$ cat src/rtl/gtsc_pkg.sv
// Shared types and constants for the gyro turn-speed controller.
// Used by the controller, the datapath, the divider and the top level; depends on nothing.
`default_nettype none

package gtsc_pkg;

  localparam int unsigned SETTLE_TICKS   = 20;
  localparam int unsigned TOLERANCE_CDEG = 200;

  localparam logic [14:0] SPEED_ONE  = 15'd16384;
  localparam logic [14:0] SPEED_MIN  = 15'd5734;
  localparam logic [14:0] SPEED_RST  = 15'd8192;
  localparam logic [14:0] GROW_Q14   = 15'd16712;
  localparam logic [15:0] NEAR_CDEG  = 16'd2000;
  localparam logic [11:0] ONE_DEG    = 12'd100;
  localparam logic [4:0]  SETTLE_MAX = 5'd31;
  localparam logic [15:0] TICK_MAX   = 16'hFFFF;
  localparam logic [29:0] ROUND_HALF = 30'd8192;

  // Divider sizing: 25-bit product over a 12-bit divisor.
  localparam int unsigned DIV_NUM_W  = 25;
  localparam int unsigned DIV_DEN_W  = 12;
  localparam int unsigned DIV_STEPS  = DIV_NUM_W;
  localparam int unsigned DIV_CNT_W  = $clog2(DIV_STEPS);

  localparam logic [1:0] REG_TARGET  = 2'd0;
  localparam logic [1:0] REG_START   = 2'd1;
  localparam logic [1:0] REG_TIMEOUT = 2'd2;

  typedef struct packed {
    logic load_in;
    logic calc_err;
    logic calc_mul;
    logic div_start;
    logic wrap;
  } gtsc_cmd_t;

  typedef struct packed {
    logic done;
    logic near;
    logic div_done;
  } gtsc_sts_t;

endpackage

`default_nettype wire

$ cat src/rtl/gtsc_div.sv
// Restoring divider, one quotient bit per cycle.
// Depends on gtsc_pkg for its widths.
`default_nettype none

module gtsc_div
  import gtsc_pkg::*;
(
  input  wire logic                 clk_i,
  input  wire logic                 rst_ni,
  input  wire logic                 start_i,
  input  wire logic [DIV_NUM_W-1:0] num_i,
  input  wire logic [DIV_DEN_W-1:0] den_i,
  output logic                      done_o,
  output logic [DIV_NUM_W-1:0]      quo_o
);

  localparam logic [DIV_CNT_W-1:0] DIV_LAST = DIV_CNT_W'(DIV_STEPS - 1);

  logic                 busy_q, busy_d;
  logic [DIV_CNT_W-1:0] cnt_q, cnt_d;
  logic [DIV_DEN_W-1:0] rem_q, rem_d;
  logic [DIV_DEN_W-1:0] den_q, den_d;
  logic [DIV_NUM_W-1:0] quo_q, quo_d;
  logic [DIV_DEN_W:0]   trial;
  logic [DIV_DEN_W:0]   diff;

  assign trial = {rem_q, quo_q[DIV_NUM_W-1]};
  assign diff  = trial - {1'b0, den_q};

  always_comb begin
    busy_d = busy_q;
    cnt_d  = cnt_q;
    rem_d  = rem_q;
    den_d  = den_q;
    quo_d  = quo_q;
    if (start_i) begin
      busy_d = 1'b1;
      cnt_d  = '0;
      rem_d  = '0;
      den_d  = den_i;
      quo_d  = num_i;
    end else if (busy_q) begin
      // The remainder stays below the divisor, so it fits the divisor width.
      if (trial >= {1'b0, den_q}) begin
        rem_d = diff[DIV_DEN_W-1:0];
        quo_d = {quo_q[DIV_NUM_W-2:0], 1'b1};
      end else begin
        rem_d = trial[DIV_DEN_W-1:0];
        quo_d = {quo_q[DIV_NUM_W-2:0], 1'b0};
      end
      cnt_d = cnt_q + 1'b1;
      if (cnt_q == DIV_LAST) begin
        busy_d = 1'b0;
      end
    end
  end

  always_ff @(posedge clk_i or negedge rst_ni) begin
    if (!rst_ni) begin
      busy_q <= 1'b0;
      cnt_q  <= '0;
    end else begin
      busy_q <= busy_d;
      cnt_q  <= cnt_d;
    end
  end

  always_ff @(posedge clk_i) begin
    rem_q <= rem_d;
    den_q <= den_d;
    quo_q <= quo_d;
  end

  assign done_o = busy_q && (cnt_q == DIV_LAST);
  assign quo_o  = quo_q;

endmodule

`default_nettype wire

$ cat src/rtl/gtsc_dp.sv
// Datapath: configuration registers, controller state, speed arithmetic and result register.
// Depends on gtsc_pkg and instantiates gtsc_div.
`default_nettype none

module gtsc_dp
  import gtsc_pkg::*;
(
  input  wire logic        clk_i,
  input  wire logic        rst_ni,
  input  wire logic        cfg_we_i,
  input  wire logic [1:0]  cfg_index_i,
  input  wire logic [15:0] cfg_data_i,
  input  wire logic [15:0] yaw_sample_i,
  input  wire logic        brownout_i,
  input  wire gtsc_cmd_t   cmd_i,
  output gtsc_sts_t        sts_o,
  output logic [15:0]      left_drive_o,
  output logic [15:0]      right_drive_o,
  output logic             finished_o,
  output logic             timed_out_o
);

  logic [15:0] target_q;
  logic [15:0] timeout_q;
  logic [14:0] turn_speed_q;
  logic [4:0]  settle_q;
  logic [15:0] tick_q;
  logic        done_q;
  logic        tmo_latch_q;

  logic [15:0] yaw_q;
  logic        brown_q;
  logic        err_neg_q;
  logic [15:0] mag_q;
  logic        near_q;
  logic        hit_q;
  logic [14:0] spd_q;
  logic [29:0] prod_q;

  logic [15:0] left_q, right_q;
  logic        fin_q, tmo_q;

  logic [16:0] err;
  logic [15:0] mag;
  logic [14:0] spd_sel;
  logic [14:0] mul_op;
  logic [29:0] prod;
  logic [29:0] rounded;
  logic [14:0] cand;
  logic [14:0] spd_new;
  logic [15:0] spd16;
  logic [4:0]  settle_next;
  logic [15:0] tick_next;
  logic        tmo;
  logic        fin;
  logic        div_done;
  logic [DIV_NUM_W-1:0] quo;
  logic [DIV_DEN_W-1:0] den;

  // Error and its magnitude from the captured sample.
  assign err = {1'b0, yaw_q} - {1'b0, target_q};
  assign mag = err[16] ? 16'(-err) : err[15:0];
  assign spd_sel = brown_q ? SPEED_MIN : turn_speed_q;

  // One multiplier serves both the near-target scale and the 1.02 growth.
  assign mul_op = near_q ? {4'b0, mag_q[10:0]} : GROW_Q14;
  assign prod   = spd_q * mul_op;

  assign den = {1'b0, mag_q[10:0]} + ONE_DEG;

  gtsc_div u_div (
    .clk_i  (clk_i),
    .rst_ni (rst_ni),
    .start_i(cmd_i.div_start),
    .num_i  (prod_q[DIV_NUM_W-1:0]),
    .den_i  (den),
    .done_o (div_done),
    .quo_o  (quo)
  );

  assign rounded = prod_q + ROUND_HALF;
  assign cand    = near_q ? quo[14:0] : rounded[28:14];
  assign spd_new = (cand < SPEED_MIN) ? SPEED_MIN : cand;
  assign spd16   = {1'b0, spd_new};

  assign settle_next = hit_q ? ((settle_q < SETTLE_MAX) ? settle_q + 1'b1 : settle_q) : '0;
  assign tick_next   = (tick_q < TICK_MAX) ? tick_q + 1'b1 : tick_q;
  assign tmo = (timeout_q != '0) && (tick_next >= timeout_q);
  assign fin = tmo || (settle_next > 5'(SETTLE_TICKS));

  always_ff @(posedge clk_i or negedge rst_ni) begin
    if (!rst_ni) begin
      target_q     <= '0;
      timeout_q    <= '0;
      turn_speed_q <= SPEED_RST;
      settle_q     <= '0;
      tick_q       <= '0;
      done_q       <= 1'b0;
      tmo_latch_q  <= 1'b0;
    end else begin
      if (cfg_we_i) begin
        unique case (cfg_index_i)
          REG_TARGET:  target_q <= cfg_data_i;
          REG_START:   turn_speed_q <= cfg_data_i[14:0];
          REG_TIMEOUT: timeout_q <= cfg_data_i;
          default: ;
        endcase
      end
      if (cmd_i.wrap && !done_q) begin
        turn_speed_q <= spd_new;
        settle_q     <= settle_next;
        tick_q       <= tick_next;
        if (fin) begin
          done_q      <= 1'b1;
          tmo_latch_q <= tmo;
        end
      end
    end
  end

  always_ff @(posedge clk_i) begin
    if (cmd_i.load_in) begin
      yaw_q   <= yaw_sample_i;
      brown_q <= brownout_i;
    end
    if (cmd_i.calc_err) begin
      err_neg_q <= err[16];
      mag_q     <= mag;
      near_q    <= mag < NEAR_CDEG;
      hit_q     <= mag < 16'(TOLERANCE_CDEG);
      spd_q     <= (spd_sel > SPEED_ONE) ? SPEED_ONE : spd_sel;
    end
    if (cmd_i.calc_mul) begin
      prod_q <= prod;
    end
    if (cmd_i.wrap) begin
      if (done_q) begin
        left_q  <= '0;
        right_q <= '0;
        fin_q   <= 1'b1;
        tmo_q   <= tmo_latch_q;
      end else if (fin) begin
        left_q  <= '0;
        right_q <= '0;
        fin_q   <= 1'b1;
        tmo_q   <= tmo;
      end else begin
        // A negative error turns with the left wheel forward.
        left_q  <= err_neg_q ? spd16 : 16'(-spd16);
        right_q <= err_neg_q ? 16'(-spd16) : spd16;
        fin_q   <= 1'b0;
        tmo_q   <= 1'b0;
      end
    end
  end

  assign sts_o.done     = done_q;
  assign sts_o.near     = near_q;
  assign sts_o.div_done = div_done;

  assign left_drive_o  = left_q;
  assign right_drive_o = right_q;
  assign finished_o    = fin_q;
  assign timed_out_o   = tmo_q;

  a_done_sticky: assert property (@(posedge clk_i) disable iff (!rst_ni)
    done_q |=> done_q)
    else $error("finish flag cleared without reset");

  a_speed_floor: assert property (@(posedge clk_i) disable iff (!rst_ni)
    (cmd_i.wrap && !done_q && !cfg_we_i) |=> (turn_speed_q >= SPEED_MIN))
    else $error("turn speed fell below the floor after an update");

endmodule

`default_nettype wire

$ cat src/rtl/gtsc_ctrl.sv
// Controller state machine: sequences one request through the datapath and owns both handshakes.
// Depends on gtsc_pkg for the command and status structs.
`default_nettype none

module gtsc_ctrl
  import gtsc_pkg::*;
(
  input  wire logic      clk_i,
  input  wire logic      rst_ni,
  input  wire logic      in_valid_i,
  output logic           in_ready_o,
  output logic           out_valid_o,
  input  wire logic      out_ready_i,
  input  wire gtsc_sts_t sts_i,
  output gtsc_cmd_t      cmd_o
);

  typedef enum logic [5:0] {
    S_IDLE = 6'b000001,
    S_ERR  = 6'b000010,
    S_MUL  = 6'b000100,
    S_DST  = 6'b001000,
    S_DIV  = 6'b010000,
    S_WRAP = 6'b100000
  } state_e;

  state_e state_q, state_d;
  logic   out_valid_q, out_valid_d;
  logic   accept;
  logic   slot_free;

  assign accept    = in_valid_i && in_ready_o;
  assign slot_free = !out_valid_q || out_ready_i;

  always_comb begin
    state_d = state_q;
    cmd_o   = '0;
    unique case (state_q)
      S_IDLE: begin
        if (in_valid_i) begin
          cmd_o.load_in = 1'b1;
          // A finished block answers at once with the held result.
          state_d = sts_i.done ? S_WRAP : S_ERR;
        end
      end
      S_ERR: begin
        cmd_o.calc_err = 1'b1;
        state_d = S_MUL;
      end
      S_MUL: begin
        cmd_o.calc_mul = 1'b1;
        state_d = sts_i.near ? S_DST : S_WRAP;
      end
      S_DST: begin
        cmd_o.div_start = 1'b1;
        state_d = S_DIV;
      end
      S_DIV: begin
        if (sts_i.div_done) begin
          state_d = S_WRAP;
        end
      end
      S_WRAP: begin
        if (slot_free) begin
          cmd_o.wrap = 1'b1;
          state_d = S_IDLE;
        end
      end
      default: state_d = S_IDLE;
    endcase
  end

  always_comb begin
    out_valid_d = out_valid_q;
    if (cmd_o.wrap) begin
      out_valid_d = 1'b1;
    end else if (out_ready_i) begin
      out_valid_d = 1'b0;
    end
  end

  always_ff @(posedge clk_i or negedge rst_ni) begin
    if (!rst_ni) begin
      state_q     <= S_IDLE;
      out_valid_q <= 1'b0;
    end else begin
      state_q     <= state_d;
      out_valid_q <= out_valid_d;
    end
  end

  assign in_ready_o  = (state_q == S_IDLE);
  assign out_valid_o = out_valid_q;

  a_no_overwrite: assert property (@(posedge clk_i) disable iff (!rst_ni)
    cmd_o.wrap |-> (!out_valid_q || out_ready_i))
    else $error("result written over one not yet taken");

  a_div_in_place: assert property (@(posedge clk_i) disable iff (!rst_ni)
    sts_i.div_done |-> (state_q == S_DIV))
    else $error("divider finished outside its wait state");

  a_one_at_a_time: assert property (@(posedge clk_i) disable iff (!rst_ni)
    accept |=> !in_ready_o)
    else $error("second request taken while one is in work");

endmodule

`default_nettype wire

$ cat src/rtl/gyro_turn_speed_controller.sv
// Top level of the gyro turn-speed controller.
// Depends on gtsc_pkg and instantiates gtsc_ctrl and gtsc_dp.
`default_nettype none

// One request per control tick carries a yaw sample in centidegrees and a brown-out
// flag; each gives exactly one result with signed Q14 wheel drives and the finish flags.
// Requests are handled one at a time. A request with a heading error of 20 degrees
// or more passes through the error and multiply states to the result; a nearer one
// also runs the 25-step restoring divider forming speed*|e|/(|e|+100), and a
// finished block answers at once. A result waits in an output register, so
// the next request is taken while it is still unclaimed. Configuration writes are
// always ready; a write of start_speed also reloads the turn speed.
module gyro_turn_speed_controller
  import gtsc_pkg::*;
(
  input  wire logic        clk_i,
  input  wire logic        rst_ni,
  input  wire logic        cfg_valid_i,
  output logic             cfg_ready_o,
  input  wire logic [1:0]  cfg_index_i,
  input  wire logic [15:0] cfg_data_i,
  input  wire logic        in_valid_i,
  output logic             in_ready_o,
  input  wire logic [15:0] yaw_sample_i,
  input  wire logic        brownout_i,
  output logic             out_valid_o,
  input  wire logic        out_ready_i,
  output logic [15:0]      left_drive_o,
  output logic [15:0]      right_drive_o,
  output logic             finished_o,
  output logic             timed_out_o
);

  gtsc_cmd_t cmd;
  gtsc_sts_t sts;

  assign cfg_ready_o = 1'b1;

  gtsc_ctrl u_ctrl (
    .clk_i      (clk_i),
    .rst_ni     (rst_ni),
    .in_valid_i (in_valid_i),
    .in_ready_o (in_ready_o),
    .out_valid_o(out_valid_o),
    .out_ready_i(out_ready_i),
    .sts_i      (sts),
    .cmd_o      (cmd)
  );

  gtsc_dp u_dp (
    .clk_i        (clk_i),
    .rst_ni       (rst_ni),
    .cfg_we_i     (cfg_valid_i),
    .cfg_index_i  (cfg_index_i),
    .cfg_data_i   (cfg_data_i),
    .yaw_sample_i (yaw_sample_i),
    .brownout_i   (brownout_i),
    .cmd_i        (cmd),
    .sts_o        (sts),
    .left_drive_o (left_drive_o),
    .right_drive_o(right_drive_o),
    .finished_o   (finished_o),
    .timed_out_o  (timed_out_o)
  );

endmodule

`default_nettype wire

$ cat config.mk
export PLATFORM = sky130hd
export DESIGN_NAME = gyro_turn_speed_controller
export DESIGN_NICKNAME = d
export VERILOG_FILES = /design/src/rtl/gtsc_pkg.sv /design/src/rtl/gtsc_div.sv /design/src/rtl/gtsc_dp.sv /design/src/rtl/gtsc_ctrl.sv /design/src/rtl/gyro_turn_speed_controller.sv
export SDC_FILE = /design/constraint.sdc
export NUM_CORES = 1
export LEC_CHECK = 0
export BUFFER_PORTS_ARGS = -buffer_cell sky130_fd_sc_hd__buf_2
export CORE_MARGIN = 3
export CORE_UTILIZATION = 28
export CTS_BUF_LIST = sky130_fd_sc_hd__clkbuf_8
export DETAILED_ROUTE_END_ITERATION = 10
export HOLD_SLACK_MARGIN = 0.12
export PLACE_DENSITY = 0.42
export SETUP_SLACK_MARGIN = 0.4
export SKIP_CTS_REPAIR_TIMING = 1
export SYNTH_ARGS = -nofsm -noshare
export SYNTH_HDL_FRONTEND = slang
export SYNTH_HIERARCHICAL = 1
export SYNTH_SLANG_ARGS = --single-unit
$ cat constraint.sdc
create_clock -name clk_i -period 16.9 [get_ports clk_i]
set_input_delay 1.69 -clock clk_i [delete_from_list [all_inputs] [get_ports clk_i]]
set_output_delay 1.69 -clock clk_i [all_outputs]
set_load 0.03 [all_outputs]
==> results.cfg <==
[timing]
maxSlewViolCount = 0
rsz0062_at_grt = no
fmaxAchievable_mhz = 132
fin_crit_sh = 0.448
hold_viol = 0
clock_skew_ns = 0.0398
relSlewSlack = 0.329
fin_crit_ns = 7.57
tns_ns = 0
finalSetupViolCount = 0
tightest_slew_ns = 1.00

[yosys]
yosys-mux-area-fraction = 0.0355
synthArstFlopShare = 0.346
syn_area_per_cell_um2 = 9.68
synth_xor_area_frac = 0.0446
postSynthCellCount = 2066
yosysWarningCount = 6
synth_top_area_share = 0.218
synth.area.top_cells = edfxtp_1 22%, fa_1 13%, dfrtp_1 10%
synth_nets = 2392
synth-main-ff-cell = edfxtp_1
yosys.area.top_type = edfxtp_1
synth_edf_count = 145
ys_ff_latch = 240
synth_simple_gate_area_share = 0.173
ys_types = 92
syn-cell-area_um2 = 20000
synth_top_family_by_area = adder cells
netlist_top_cells_count = 257 x inv_1, 174 x nand2_1, 159 x ha_1
synth.most_common_cell = inv_1
synth-seq-area-share = 0.334
synth_compound_area_frac = 0.118
synthAdderAreaFrac = 0.227

[setup_path]
worstSetupStartpointType = flop
crit_required_ns = 17.26
cp.arrival_ns = 7.94
crit_family = adder cells
path_class = flop to flop
critPathMaxStageDelay_ns = 0.62
crit_path_max_fanout = 95
worst_setup_path_end_kind = flop
crit_buf_inv = 7
slowest_stage = buf_4

[clock_tree]
cts.sinks = 240
cts_tree = yes
clockBufferDepth = 3
path_clk_slew_ns = 0.07
clockRootBuffer = clkbuf_8
htree_levels = 2
clock_latency_ns = 0.64
numCtsBuffers = 47

[grt]
grt_usage = 0.146
grt.overflow.total = 0
grt_pass1_wl_mm = 87.1
first_global_vias = 15543
grt_max_degree = 96
antenna_found_initial = 1

[run_status]
outcome = complete, no violations

[floorplanning]
dieWidth_um = 273
die_area_um2 = 74700
initial_utilization = 0.284
die-height_um = 273
core-area_um2 = 70400
ioPinCount = 77
num_rows = 97

[worst_hold_path]
hold_path.class = flop to flop

[route]
drt_iter0_drc = 845
post_drt_via_cell_ratio = 4.83
final_antenna_net_count = 0
drcViolationCount = 0
drt_wl_total_mm = 54.1
firstDrtPassIters = 5
num_vias = 14935
wl_per_cell_um = 17.5

[finish]
area_growth_pct = 11.3
fillers = 7396
register_area_um2 = 6670
nets = 2436
drive_above_1_share = 0.117
multi_input_area_um2 = 12000

[placement]
io_buffers = 75
dp_hpwl_mm = 40.8
place_congestion = 0.799

[run]
maxCapViolations = 0
[worst reg2reg max path: cells and delay by family (launching register included)]
| family | cells | cell delay (ns) |
|---|---|---|
| buf+inv | 7 | 0.92 |
| xor+xnor | 1 | 0.08 |
| compound gates | 6 | 1.24 |
| simple gates | 4 | 1.35 |
| fa+ha+maj | 7 | 3.41 |
| flops | 1 | 0.32 |
[state kept, by name, summed over array words and instances, names as in the netlist, 15 cells and up]
| signal | count |
|---|---|
| u_dp/target_q | 16 |
| u_dp/left_drive_o | 16 |
| u_dp/yaw_q | 16 |
| u_dp/u_div/quo_o | 25 |
| u_dp/timeout_q | 16 |
| u_dp/turn_speed_q | 15 |
| u_dp/right_drive_o | 15 |
| u_dp/prod_q | 29 |
| u_dp/spd_q | 15 |
| u_dp/tick_q | 16 |
[cell families after synthesis]
kind of cell,after synthesis
compound gates,350
buf+inv,353
fa+ha+maj,286
xor+xnor,101
mux,64
simple gates,671
flops,240
other cells,1
[routing by layer]
metal	track usage	wire [µm]	vias up	part of all wire
li1	-	-	7212	-
met1	0.195	25500	7446	0.47
met5	0	0	-	0
met3	0.0224	1980	69	0.037
met4	0.0372	1020	0	0.019
met2	0.248	25600	208	0.47
[worst paths after layout]
check,slack [ns],start,to,cells past startpoint
hold reg to reg,0.50,u_dp/u_div/rem_q[2],u_dp/u_div/rem_q[3],2
min in group asynchronous,1.07,rst_ni,u_ctrl/out_valid_o,1
setup reg to reg,9.33,u_dp/near_q,u_dp/prod_q[28],25
hold / removal,0.50,u_dp/u_div/rem_q[2],u_dp/u_div/rem_q[3],2
max in group asynchronous,14.82,rst_ni,u_dp/tick_q[2],2
setup / recovery,9.33,u_dp/near_q,u_dp/prod_q[28],25
[cells in the final DEF, fill, tap and decap left out, types with 21 or more instances in the layout]
cell type  count
fa_1         127
edfxtp_1     145
o21a_1        21
ha_1         159
o21ai_0       97
xnor2_1       63
a21o_1        21
and3_1       122
nor2_1       120
a21oi_1       75
nor3_1        28
mux2_2        51
nand3_1       46
inv_1        272
and2_1        37
nor2b_1       27
clkbuf_8      53
xor2_1        37
nand2b_1      34
dfrtp_1       81
nand2_1      174
buf_2         74
[area by class of cell]
| class | count | share of cell area |
|---|---|---|
| well taps | 940 | 0.0528 |
| clock inverters | 35 | 0.0105 |
| diodes | 3 | 0.000337 |
| multi-input cells | 1473 | 0.538 |
| flip-flops and latches | 240 | 0.300 |
| inverters | 258 | 0.0435 |
| clock buffers | 53 | 0.0328 |
| repair buffers | 90 | 0.0220 |
[per-stage QoR]
step                hold WS (ns)  setup WS [ns]  cell area (µm²)  std cells  utilization
finish                     0.497           9.33            22300       3092        0.316
global route               0.519           8.79            22300       3091        0.316
CTS                        0.491           9.28            22300       3089        0.316
detailed placement         0.492           9.30            21300       3001        0.302
global placement           0.490           9.39            21300       3001        0.302
floorplan                  0.468           9.46            20000       2066            -
Power is left out: the tool's default activity adds up to more than one toggle a clock period on the data nets, which glitch-free logic cannot reach.
